===== src/hw/rtl/egb_pkg.sv =====
package egb_pkg;

   localparam int STEP_W = 3;

   localparam logic [STEP_W-1:0] STEP_IDLE  = 3'd0;
   localparam logic [STEP_W-1:0] STEP_TEST  = 3'd1;
   localparam logic [STEP_W-1:0] STEP_DINIT = 3'd2;
   localparam logic [STEP_W-1:0] STEP_DSTEP = 3'd3;
   localparam logic [STEP_W-1:0] STEP_UPD   = 3'd4;
   localparam logic [STEP_W-1:0] STEP_DONE  = 3'd5;
   localparam logic [STEP_W-1:0] STEP_WRAP  = 3'd6;

   typedef enum logic [2:0] {
      COND_NONE,
      COND_ALWAYS,
      COND_NO_INPUT,
      COND_DIV_ZERO,
      COND_BITS_LEFT,
      COND_OUT_BUSY
   } cond_type;

   typedef struct packed {
      cond_type          cond;
      logic [STEP_W-1:0] target;
      logic              hold;
      logic              take_in;
      logic              div_init;
      logic              div_step;
      logic              update;
      logic              ld_out;
   } ucode_word_type;

   typedef struct packed {
      logic ld_in;
      logic div_init;
      logic div_step;
      logic update;
      logic ld_out;
   } ctl_type;

   typedef struct packed {
      logic div_zero;
      logic bits_left;
   } stat_type;

   function automatic ucode_word_type ucode_rom(logic [STEP_W-1:0] pc);
      ucode_word_type w;
      w = '{cond: COND_NONE, target: STEP_IDLE, default: 1'b0};
      case (pc)
         STEP_IDLE: begin
            w.cond    = COND_NO_INPUT;
            w.target  = STEP_IDLE;
            w.hold    = 1'b1;
            w.take_in = 1'b1;
         end
         STEP_TEST: begin
            w.cond   = COND_DIV_ZERO;
            w.target = STEP_DONE;
         end
         STEP_DINIT: begin
            w.div_init = 1'b1;
         end
         STEP_DSTEP: begin
            w.cond     = COND_BITS_LEFT;
            w.target   = STEP_DSTEP;
            w.div_step = 1'b1;
         end
         STEP_UPD: begin
            w.cond   = COND_ALWAYS;
            w.target = STEP_TEST;
            w.update = 1'b1;
         end
         STEP_DONE: begin
            w.cond   = COND_OUT_BUSY;
            w.target = STEP_DONE;
            w.hold   = 1'b1;
            w.ld_out = 1'b1;
         end
         STEP_WRAP: begin
            w.cond   = COND_ALWAYS;
            w.target = STEP_IDLE;
         end
         default: begin
            w.cond   = COND_ALWAYS;
            w.target = STEP_IDLE;
         end
      endcase
      return w;
   endfunction

endpackage


===== src/hw/rtl/egb_seq.sv =====
module egb_seq (
   input  logic              clock,
   input  logic              reset,
   input  logic              in_valid,
   input  logic              out_busy,
   input  egb_pkg::stat_type stat,
   output logic              in_ready,
   output egb_pkg::ctl_type  ctl
);
   import egb_pkg::*;

   logic [STEP_W-1:0] pc_ff;
   logic [STEP_W-1:0] pc_in;
   ucode_word_type    word;
   logic              hit;
   logic              fire;

   assign word = ucode_rom(pc_ff);

   always_comb begin
      case (word.cond)
         COND_NONE:      hit = 1'b0;
         COND_ALWAYS:    hit = 1'b1;
         COND_NO_INPUT:  hit = ~in_valid;
         COND_DIV_ZERO:  hit = stat.div_zero;
         COND_BITS_LEFT: hit = stat.bits_left;
         COND_OUT_BUSY:  hit = out_busy;
         default:        hit = 1'b1;
      endcase
   end

   // waiting steps only act once their condition clears
   assign fire  = ~(word.hold & hit);
   assign pc_in = hit ? word.target : pc_ff + STEP_W'(1);

   assign in_ready     = word.take_in;
   assign ctl.ld_in    = word.take_in & fire;
   assign ctl.div_init = word.div_init & fire;
   assign ctl.div_step = word.div_step & fire;
   assign ctl.update   = word.update & fire;
   assign ctl.ld_out   = word.ld_out & fire;

   always_ff @(posedge clock) begin
      if (reset) begin
         pc_ff <= STEP_IDLE;
      end else begin
         pc_ff <= pc_in;
      end
   end

   a_take_leaves_idle: assert property (@(posedge clock) disable iff (reset)
      ctl.ld_in |=> pc_ff == STEP_TEST)
      else $error("accepted word did not start the program");

   a_div_runs_after_init: assert property (@(posedge clock) disable iff (reset)
      ctl.div_init |=> ctl.div_step)
      else $error("division did not follow its init step");

   a_out_only_from_done: assert property (@(posedge clock) disable iff (reset)
      ctl.ld_out |-> pc_ff == STEP_DONE && !out_busy)
      else $error("result loaded while output busy");

endmodule


===== src/hw/rtl/egb_dp.sv =====
module egb_dp #(
   parameter int OPERAND_WIDTH = 31
) (
   input  logic                     clock,
   input  logic                     reset,
   input  egb_pkg::ctl_type         ctl,
   input  logic [OPERAND_WIDTH-1:0] first_operand,
   input  logic [OPERAND_WIDTH-1:0] second_operand,
   output egb_pkg::stat_type        stat,
   output logic [OPERAND_WIDTH-1:0] divisor,
   output logic [OPERAND_WIDTH:0]   coeff_a,
   output logic [OPERAND_WIDTH:0]   coeff_b
);
   import egb_pkg::*;

   localparam int W     = OPERAND_WIDTH;
   localparam int C     = OPERAND_WIDTH + 1;
   localparam int CNT_W = $clog2(OPERAND_WIDTH + 1);

   logic [W-1:0]     r0_ff, r1_ff, rem_ff, dvd_ff;
   logic [W-1:0]     r0_in, r1_in, rem_in, dvd_in;
   logic [C-1:0]     s0_ff, s1_ff, t0_ff, t1_ff, accs_ff, acct_ff;
   logic [C-1:0]     s0_in, s1_in, t0_in, t1_in, accs_in, acct_in;
   logic [CNT_W-1:0] cnt_ff, cnt_in;
   logic [W:0]       trial;
   logic [W:0]       diff;
   logic             qbit;

   // one quotient bit per cycle, q*s and q*t built msb first alongside
   assign trial = {rem_ff, dvd_ff[W-1]};
   assign diff  = trial - {1'b0, r1_ff};
   assign qbit  = trial >= {1'b0, r1_ff};

   always_comb begin
      r0_in   = r0_ff;
      r1_in   = r1_ff;
      rem_in  = rem_ff;
      dvd_in  = dvd_ff;
      s0_in   = s0_ff;
      s1_in   = s1_ff;
      t0_in   = t0_ff;
      t1_in   = t1_ff;
      accs_in = accs_ff;
      acct_in = acct_ff;
      cnt_in  = cnt_ff;
      if (ctl.ld_in) begin
         r0_in = first_operand;
         r1_in = second_operand;
         s0_in = C'(1);
         s1_in = '0;
         t0_in = '0;
         t1_in = C'(1);
      end
      if (ctl.div_init) begin
         rem_in  = '0;
         dvd_in  = r0_ff;
         accs_in = '0;
         acct_in = '0;
         cnt_in  = CNT_W'(W);
      end
      if (ctl.div_step) begin
         rem_in  = qbit ? diff[W-1:0] : trial[W-1:0];
         dvd_in  = {dvd_ff[W-2:0], 1'b0};
         accs_in = {accs_ff[C-2:0], 1'b0} + (qbit ? s1_ff : '0);
         acct_in = {acct_ff[C-2:0], 1'b0} + (qbit ? t1_ff : '0);
         cnt_in  = cnt_ff - CNT_W'(1);
      end
      if (ctl.update) begin
         r0_in = r1_ff;
         r1_in = rem_ff;
         s0_in = s1_ff;
         s1_in = s0_ff - accs_ff;
         t0_in = t1_ff;
         t1_in = t0_ff - acct_ff;
      end
   end

   always_ff @(posedge clock) begin
      r0_ff   <= r0_in;
      r1_ff   <= r1_in;
      rem_ff  <= rem_in;
      dvd_ff  <= dvd_in;
      s0_ff   <= s0_in;
      s1_ff   <= s1_in;
      t0_ff   <= t0_in;
      t1_ff   <= t1_in;
      accs_ff <= accs_in;
      acct_ff <= acct_in;
      cnt_ff  <= cnt_in;
   end

   assign stat.div_zero  = r1_ff == '0;
   assign stat.bits_left = cnt_ff != CNT_W'(1);

   assign divisor = r0_ff;
   assign coeff_a = s0_ff;
   assign coeff_b = t0_ff;

   a_rem_below_divisor: assert property (@(posedge clock) disable iff (reset)
      ctl.div_step |-> rem_ff < r1_ff)
      else $error("partial remainder reached the divisor");

   a_remainder_shrinks: assert property (@(posedge clock) disable iff (reset)
      ctl.update |=> r1_ff < $past(r1_ff))
      else $error("remainder did not shrink");

   a_step_count_live: assert property (@(posedge clock) disable iff (reset)
      ctl.div_step |-> cnt_ff != '0)
      else $error("division ran past its last bit");

endmodule


===== src/hw/rtl/extended_gcd_bezout_top.sv =====
// Extended Euclid: for operands a and b on req_tdata the block returns g = gcd(a, b) and
// coefficients x, y with a*x + b*y = g, x and y being those of the recursive scheme (b = 0
// gives g = a, x = 1, y = 0). A small microcode program in a table steps a datapath
// with a restoring divider that retires one quotient bit per cycle while q*x and q*y are
// accumulated beside it. Each quotient step runs the steps TEST, DINIT, one DSTEP per
// quotient bit and UPD; for 31-bit operands there are at most 45 quotient steps. One word
// is worked on at a time; the result sits in an output register so the next word can be
// taken while it waits.
module extended_gcd_bezout_top #(
   parameter int OPERAND_WIDTH = 31
) (
   input  logic clock,
   input  logic reset,
   input  logic req_tvalid,
   output logic req_tready,
   // first_operand, second_operand
   input  logic [((2 * OPERAND_WIDTH + 7) / 8) * 8 - 1:0] req_tdata,
   output logic rsp_tvalid,
   input  logic rsp_tready,
   // divisor, coeff_a, coeff_b
   output logic [((3 * OPERAND_WIDTH + 2 + 7) / 8) * 8 - 1:0] rsp_tdata
);
   import egb_pkg::*;

   localparam int W     = OPERAND_WIDTH;
   localparam int RSP_W = ((3 * OPERAND_WIDTH + 2 + 7) / 8) * 8;
   localparam int FLD_W = 3 * OPERAND_WIDTH + 2;

   ctl_type        ctl;
   stat_type       stat;
   logic [W-1:0]   divisor;
   logic [W:0]     coeff_a, coeff_b;
   logic           rsp_tvalid_ff, rsp_tvalid_in;
   logic [RSP_W-1:0] rsp_tdata_ff, rsp_tdata_in;
   logic           out_busy;

   assign out_busy = rsp_tvalid_ff & ~rsp_tready;

   egb_seq u_seq (
      .clock    (clock),
      .reset    (reset),
      .in_valid (req_tvalid),
      .out_busy (out_busy),
      .stat     (stat),
      .in_ready (req_tready),
      .ctl      (ctl)
   );

   egb_dp #(
      .OPERAND_WIDTH (OPERAND_WIDTH)
   ) u_dp (
      .clock          (clock),
      .reset          (reset),
      .ctl            (ctl),
      .first_operand  (req_tdata[W-1:0]),
      .second_operand (req_tdata[2*W-1:W]),
      .stat           (stat),
      .divisor        (divisor),
      .coeff_a        (coeff_a),
      .coeff_b        (coeff_b)
   );

   always_comb begin
      rsp_tvalid_in = rsp_tvalid_ff & ~rsp_tready;
      rsp_tdata_in  = rsp_tdata_ff;
      if (ctl.ld_out) begin
         rsp_tvalid_in = 1'b1;
         rsp_tdata_in  = RSP_W'({coeff_b, coeff_a, divisor});
      end
   end

   always_ff @(posedge clock) begin
      if (reset) begin
         rsp_tvalid_ff <= 1'b0;
      end else begin
         rsp_tvalid_ff <= rsp_tvalid_in;
      end
      rsp_tdata_ff <= rsp_tdata_in;
   end

   assign rsp_tvalid = rsp_tvalid_ff;
   assign rsp_tdata  = rsp_tdata_ff;

   a_no_overwrite: assert property (@(posedge clock) disable iff (reset)
      ctl.ld_out |-> !rsp_tvalid_ff || rsp_tready)
      else $error("pending result overwritten");

   a_one_word_in_flight: assert property (@(posedge clock) disable iff (reset)
      req_tvalid && req_tready |=> !req_tready)
      else $error("second word taken while one is in progress");

   a_result_follows_load: assert property (@(posedge clock) disable iff (reset)
      ctl.ld_out |=> rsp_tvalid && rsp_tdata[FLD_W-1:0] == $past({coeff_b, coeff_a, divisor}))
      else $error("result word does not match datapath");

endmodule

===== config.mk =====
export PLATFORM = sky130hd
export DESIGN_NAME = extended_gcd_bezout_top
export DESIGN_NICKNAME = d
export VERILOG_FILES = /design/src/hw/rtl/egb_pkg.sv /design/src/hw/rtl/egb_seq.sv /design/src/hw/rtl/egb_dp.sv /design/src/hw/rtl/extended_gcd_bezout_top.sv
export SDC_FILE = /design/constraint.sdc
export NUM_CORES = 1
export LEC_CHECK = 0
export BUFFER_PORTS_ARGS = -buffer_cell sky130_fd_sc_hd__clkbuf_2
export CAP_MARGIN = 5
export CORE_ASPECT_RATIO = 1.75
export CORE_MARGIN = 2
export CORE_UTILIZATION = 30
export DETAILED_ROUTE_END_ITERATION = 10
export GPL_ROUTABILITY_DRIVEN = 0
export GPL_TIMING_DRIVEN = 1
export PLACE_DENSITY_LB_ADDON = 0.3
export SYNTH_ARGS = -nofsm -noshare
export SYNTH_HDL_FRONTEND = slang
export SYNTH_SLANG_ARGS = --single-unit

===== constraint.sdc =====
create_clock -name clock -period 12.1 [get_ports clock]
set_clock_uncertainty 0.15 [all_clocks]
set_input_delay 0 -clock clock [delete_from_list [all_inputs] [get_ports clock]]
set_output_delay 0 -clock clock [all_outputs]
set_load 0.02 [all_outputs]

-- Word level (Yosys, flattened, before mapping)
Index checks and enable logic that the tools add are counted.
- add/subtract/negate cells: 7
- magnitude comparators: 1
- eq/ne operators: 10
- muxes and demuxes: 32
- bitwise gates (word level): 10
- reductions and logical operators: 6
- operators by type and width (cell ; count):
    2-to-1 mux 32 bit ; 11
    2-to-1 mux 31 bit ; 9
    adder 32 bit ; 2
    subtractor 32 bit ; 2
    one-hot mux 6 bit (6 select lines) ; 1
    greater-or-equal comparator 32 x 31 -> 1 bit ; 1
    logical NOT 31 bit ; 1
    subtractor 31 bit ; 1
    == test 3 x 2 -> 1 bit (second input constant) ; 4
    == test 3 bit (second input constant) ; 4
    2-to-1 mux 5 bit ; 2
    AND 1 bit ; 7
    2-to-1 mux 1 bit ; 7
    logical NOT 3 bit ; 2
    != test 5 x 1 -> 1 bit (second input constant) ; 1
    one-hot mux 1 bit (5 select lines) ; 1
    subtractor 5 x 1 -> 5 bit (second input constant) ; 1
    nonzero test 2 bit ; 2
    adder 3 x 1 -> 3 bit (second input constant) ; 1
    == test 3 x 1 -> 1 bit (second input constant) ; 1
    2-to-1 mux 3 bit ; 1
    inverter 1 bit ; 3
    OR reduction 2 bit ; 1
- register bits after elaboration: 420
- bits of input ports: 68
- logic and storage cells: 81

-- Depth between registers and ports, before layout
- depth in word-level cells: 9
- mapped depth: 22
- gate-level depth less buffers: 20

-- By module
Synthesis repeated with hierarchy kept, for this count alone.
- cell total of the unflattened synthesis: 2085
- area total of the unflattened synthesis: 23715.2 um2
- modules (own cells, without submodules) (module ; instances ; cells each ; area each (um2)):
    egb_dp ; 1 ; 1946 ; 20483.4
    extended_gcd_bezout_top ; 1 ; 100 ; 2907.8
    egb_seq ; 1 ; 39 ; 324.1

-- Worst setup path before layout
Ideal clock, no wire load.
- path type: register to register
- start point: reg u_seq.pc_ff[1]
- end point: reg u_dp.s0_ff[0], in the netlist u_dp.coeff_a[0], enable pin
- library setup time: 0.558 ns
- arrival: 5.725 ns
- data required time: 11.392 ns
- slack: 5.667 ns
- cell stages (with the launch flop): 9
- buffers on the path: 0
- clock period less this slack: 6.433 ns
- cell sequence: dfxtp_1 -> inv_1 -> ha_1 -> nor2b_1 -> a31oi_1 -> o21a_1 -> a31oi_2 -> nand2_1 -> nand2_1
- RTL lines (what ; RTL line ; source):
    start, declared ; egb_seq.sv:12 ; logic [STEP_W-1:0] pc_ff;
    start signal, assigned ; egb_seq.sv:47 ; pc_ff <= pc_in;
    logical NOT 3 bit ; egb_pkg.sv:49 ; case (pc)
    2-to-1 mux 1 bit ; egb_pkg.sv:49 ;
    named net req_tready ; extended_gcd_bezout_top.sv:15 ; output logic req_tready,
    AND 1 bit ; egb_seq.sv:37 ; assign ctl.ld_in = word.take_in & fire;
    nonzero test 2 bit (no source line) ; n/a ;
    end signal, assigned ; egb_dp.sv:83 ; s0_ff <= s0_in;
    end, declared ; egb_dp.sv:22 ; logic [C-1:0] s0_ff, s1_ff, t0_ff, t1_ff, accs_ff, acct_ff;
The timed path passes the listed nets, and every way through them passes these cells.
A chain may end at the register's enable or synchronous reset.

-- Worst setup path in the final report
- start point: reg u_dp.r1_ff[0]
- end point: reg u_dp.acct_ff[28] (data pin)
- longest elaborated chain between the ends: 6
- ends and longest elaborated chain (what ; RTL line ; source):
    start, declared ; egb_dp.sv:20 ; logic [W-1:0] r0_ff, r1_ff, rem_ff, dvd_ff;
    start signal, assigned ; egb_dp.sv:80 ; r1_ff <= r1_in;
    branches (longest 5 deep; another with greater-or-equal comparator 32 x 31 -> 1 bit) ; n/a ;
    2-to-1 mux 32 bit * ; egb_dp.sv:61 ; if (ctl.div_step) begin
    end signal, assigned ; egb_dp.sv:88 ; acct_ff <= acct_in;
    end, declared ; egb_dp.sv:22 ;
Every way passes the cells marked *.

==> out/qor.csv <==
stage,metric,value,unit
layout,layout_common_cells,"edfxtp_1 (415), nand2_1 (244), nor2_1 (181)",
layout,syn_to_final_growth,16.78,%
power_and_ir_drop,p_leak,11.21,nW
run,maxCapViolCount,0,
logic_synthesis,yosys_warnings,0,
clock_tree,clockBufferDepth,3,
worst_setup_path,cp.arrival,6250,ps
logic_synthesis,ys_seq_area_share,52.60,%
timing,hold_violations,0,
worst_setup_path,path_max_fanout,39,
layout,final_util,35.40,%
routing,routedLengthMet1,26440,µm
clock_tree,hold_buffers,64,
routing,drcViolationCount,0,
worst_setup_path,path_buf_inv,1,
routing,first_pass_iters,5,
layout,fillCellCount,7864,
clock_tree,htreeDepth,2,
hold_path,min_to,u_dp.r1_ff[22],
routing,vias,17400,
worst_setup_path,cp.required,12260,ps
routing,vias_per_cell,4.985,
worst_setup_path,slowest_delay,560,ps
hold_path,hold_path_depth,4,
worst_setup_path,r2r-end,u_dp.acct_ff[28],
logic_synthesis,ys_seq_elements,420,
layout,diodes,0,
routing,finalWirelength,63700,µm
routing,wl_met2,32760,µm
floorplanning,die-area,0.08197,mm²
clock_tree,cts_tree,done,
clock_tree,post_cts_resized,0,
worst_setup_path,critPathCaptureType,flip-flop,
routing,ant_nets,0,
floorplanning,die_h,377.3,µm
logic_synthesis,syn_inst,2212,
timing,period_needed,6092,ps
logic_synthesis,yosys.area.top_type,edfxtp_1,
worst_setup_path,path_cells,"ha_1, fa_1, nor2b_1, o31ai_1, a31oi_2, a2111oi_2, o31ai_4, buf_4, and2_1, ha_1, a211oi_1, o21bai_1, o211ai_1, a21boi_0, o41ai_1, a21boi_0, o21ai_0, xor2_1, nor2_1",
global_route,grt_pass1_wl,99480,µm
power_and_ir_drop,ir_drop,0.1817,mV
global_route,grt_max_degree,71,
logic_synthesis,ys_top_cells_by_area,"edfxtp_1 (52%), ha_1 (8.4%), nand2_1 (3.9%), and2_1 (3.7%), nor2_1 (2.9%)",
global_route,first_global_vias,18050,
logic_synthesis,synth_cell_types,87,
power_and_ir_drop,power.density,297.6,mW/mm²
place,portBuffers,162,
routing,top_layer_used,met4,
timing,setup_viol,0,
routing,dr_wl_met3,2451,µm
global_route,overflow,0,
floorplanning,row_count,136,
routing,post_drt_wl_per_cell,18.25,µm
hold_path,worstHoldStart,req_tdata[53],
floorplanning,ioPinCount,166,
clock_tree,clock_sinks,420,
place,dpl.hpwl,45420,µm
logic_synthesis,syn_area,0.02388,mm²
layout,layout_commonest_cell,edfxtp_1,
clock_tree,postCtsSetupRepairBufs,0,
worst_setup_path,worst-r2r-setup-slack,6010,ps
worst_setup_path,path_class,flip-flop to flip-flop,
timing,slew_violations,0,
timing,finalCritPeriodShare,50.35,%
timing,grt_setup_unrepaired,false,
layout,drive_gt1_share,12.06,%
floorplanning,coreArea,0.07879,mm²
clock_tree,cts_buffers,42,
logic_synthesis,avgSynthCellArea,10.80,µm²
timing,slew_headroom,30.80,%
logic_synthesis,synth-main-ff-cell,edfxtp_1,
hold_path,hold_class,input pin to flip-flop,
logic_synthesis,netlist.area_leader.share,52.18,%
floorplanning,initial_utilization,30.32,%
worst_setup_path,cp_top_family,compound AO/OA/AOI/OAI gates,
worst_setup_path,reg2regPathDepth,19,
worst_setup_path,cpMaxStageDelayCell,o21ai_0,
timing,worst_slew_pin_slew,1038,ps
logic_synthesis,synth_edf_count,415,
worst_setup_path,rr_startpoint,u_dp.r1_ff[0],
timing,tns,0,ps
layout,nets,2656,
logic_synthesis,synth-async-reset-ratio,0,%
global_route,grt.total_usage,15.46,%
worst_setup_path,setup.worst_path.start_class,flip-flop,
timing,max_clock_freq,164.1,MHz
routing,drt_iter0_drc,963,
floorplanning,die_w,217.3,µm
clock_tree,root_buffer,clkbuf_16,
clock_tree,clock_latency,600,ps
run_status,status,finished clean,
logic_synthesis,synth.net_count,2446,
clock_tree,clk_pin_slew,60,ps
global_route,antenna_found_initial,0,
## how the worst max path moves through the flow
stage / endpoint / slack [ps] / depth (start not counted) / from
3_5_place_dp: u_dp.accs_ff[23] / 6030 / 21 / u_dp.dvd_ff[30]
6_report: u_dp.acct_ff[28] / 6010 / 19 / u_dp.r1_ff[0]
2_1_floorplan: u_dp.coeff_a[0] / 5670 / 8 / u_seq.pc_ff[1]
5_1_grt: u_dp.acct_ff[28] / 5530 / 20 / u_dp.dvd_ff[30]
3_3_place_gp: u_dp.accs_ff[23] / 6050 / 21 / u_dp.dvd_ff[30]
4_1_cts: u_dp.accs_ff[23] / 5990 / 21 / u_dp.dvd_ff[30]
## area by class of cell
| cell class | count | area (µm²) | area share [%] |
|---|---|---|---|
| flip-flops and latches | 420 | 12560 | 45.04 |
| well taps | 1035 | 1295 | 4.643 |
| clock buffers | 46 | 1087 | 3.898 |
| multi-input cells | 1582 | 10550 | 37.81 |
| inverters | 135 | 509.2 | 1.826 |
| repair buffers | 241 | 1564 | 5.607 |
| clock inverters | 31 | 327.8 | 1.175 |
## registers in the layout (all words and copies together), names as in the netlist, named ones only
register / cells
u_dp.s1_ff: 32
u_dp.coeff_b: 32
u_seq.pc_ff: 2
u_dp.t1_ff: 32
u_dp.cnt_ff: 5
u_dp.accs_ff: 32
u_dp.r1_ff: 31
u_dp.dvd_ff: 31
rsp_tdata: 95
u_dp.acct_ff: 32
u_dp.rem_ff: 31
rsp_tvalid: 1
u_dp.coeff_a: 32
u_dp.divisor: 31
## per-layer routing
metal,vias up,GRT usage (%)
li1,8441,-
met1,8422,18.08
met2,430,28.52
met3,104,2.013
met4,0,5.725
met5,-,0
## power by group
| part | leakage, nW | switching, W | internal, W | total, W |
|---|---|---|---|---|
| registers | 3.94 | 0.000310 | 0.00239 | 0.00270 |
| clock network | 0.693 | 0.000607 | 0.000783 | 0.00139 |
| logic | 6.58 | 0.00263 | 0.00158 | 0.00421 |
## stage by stage
stage | hold WS [ps] | power, W | instance area [µm²] | setup WS, ps | instances
floorplan | -80.93 | 0.005907 | 23880 | 5667 | 2212
global placement | 124.6 | 0.006824 | 25840 | 6047 | 3349
detailed placement | 121.0 | 0.006909 | 25840 | 6035 | 3349
CTS | 22.90 | 0.008374 | 27890 | 5991 | 3490
global route | 73.37 | 0.008936 | 27890 | 5530 | 3490
finish | 68.23 | 0.008300 | 27890 | 6008 | 3490
## kinds of logic after synthesis
| group | after synthesis | synth area share, % |
|---|---|---|
| adder cells (fa/ha/maj) | 166 | 8.853 |
| other | 1 | 0.01570 |
| multiplexers | 9 | 0.3772 |
| buffers and inverters | 210 | 3.478 |
| AND/OR/NAND/NOR | 768 | 15.63 |
| AO/OA/AOI/OAI | 529 | 15.05 |
| XOR/XNOR | 109 | 3.997 |
| flip-flops | 420 | 52.60 |
## synthesized netlist by cell type (16+ instances only)
| library cell | count |
|---|---|
| edfxtp_1 | 415 |
| nand2_1 | 246 |
| nor2_1 | 182 |
| ha_1 | 161 |
| and2_1 | 142 |
| a21oi_1 | 134 |
| inv_1 | 134 |
| o21ai_0 | 102 |
| xnor2_1 | 67 |
| a21o_1 | 65 |
| clkbuf_1 | 59 |
| xor2_1 | 42 |
| nor3_1 | 36 |
| a22o_1 | 33 |
| nand3_1 | 27 |
| o21a_1 | 27 |
| a211oi_1 | 24 |
| nor2b_1 | 24 |
| nand2b_1 | 20 |
| o21bai_1 | 20 |
| nand4_1 | 19 |
| a31oi_1 | 16 |
## worst reg2reg max path: cells and delay by family, from the launching register on
kind	cells	cell delay, ps
XOR/XNOR	1	190
AND/OR/NAND/NOR	3	500
adder cells (fa/ha/maj)	3	970
buffers and inverters	1	400
flip-flops	1	420
AO/OA/AOI/OAI	11	3180
Power figures use the tool's default switching activity.
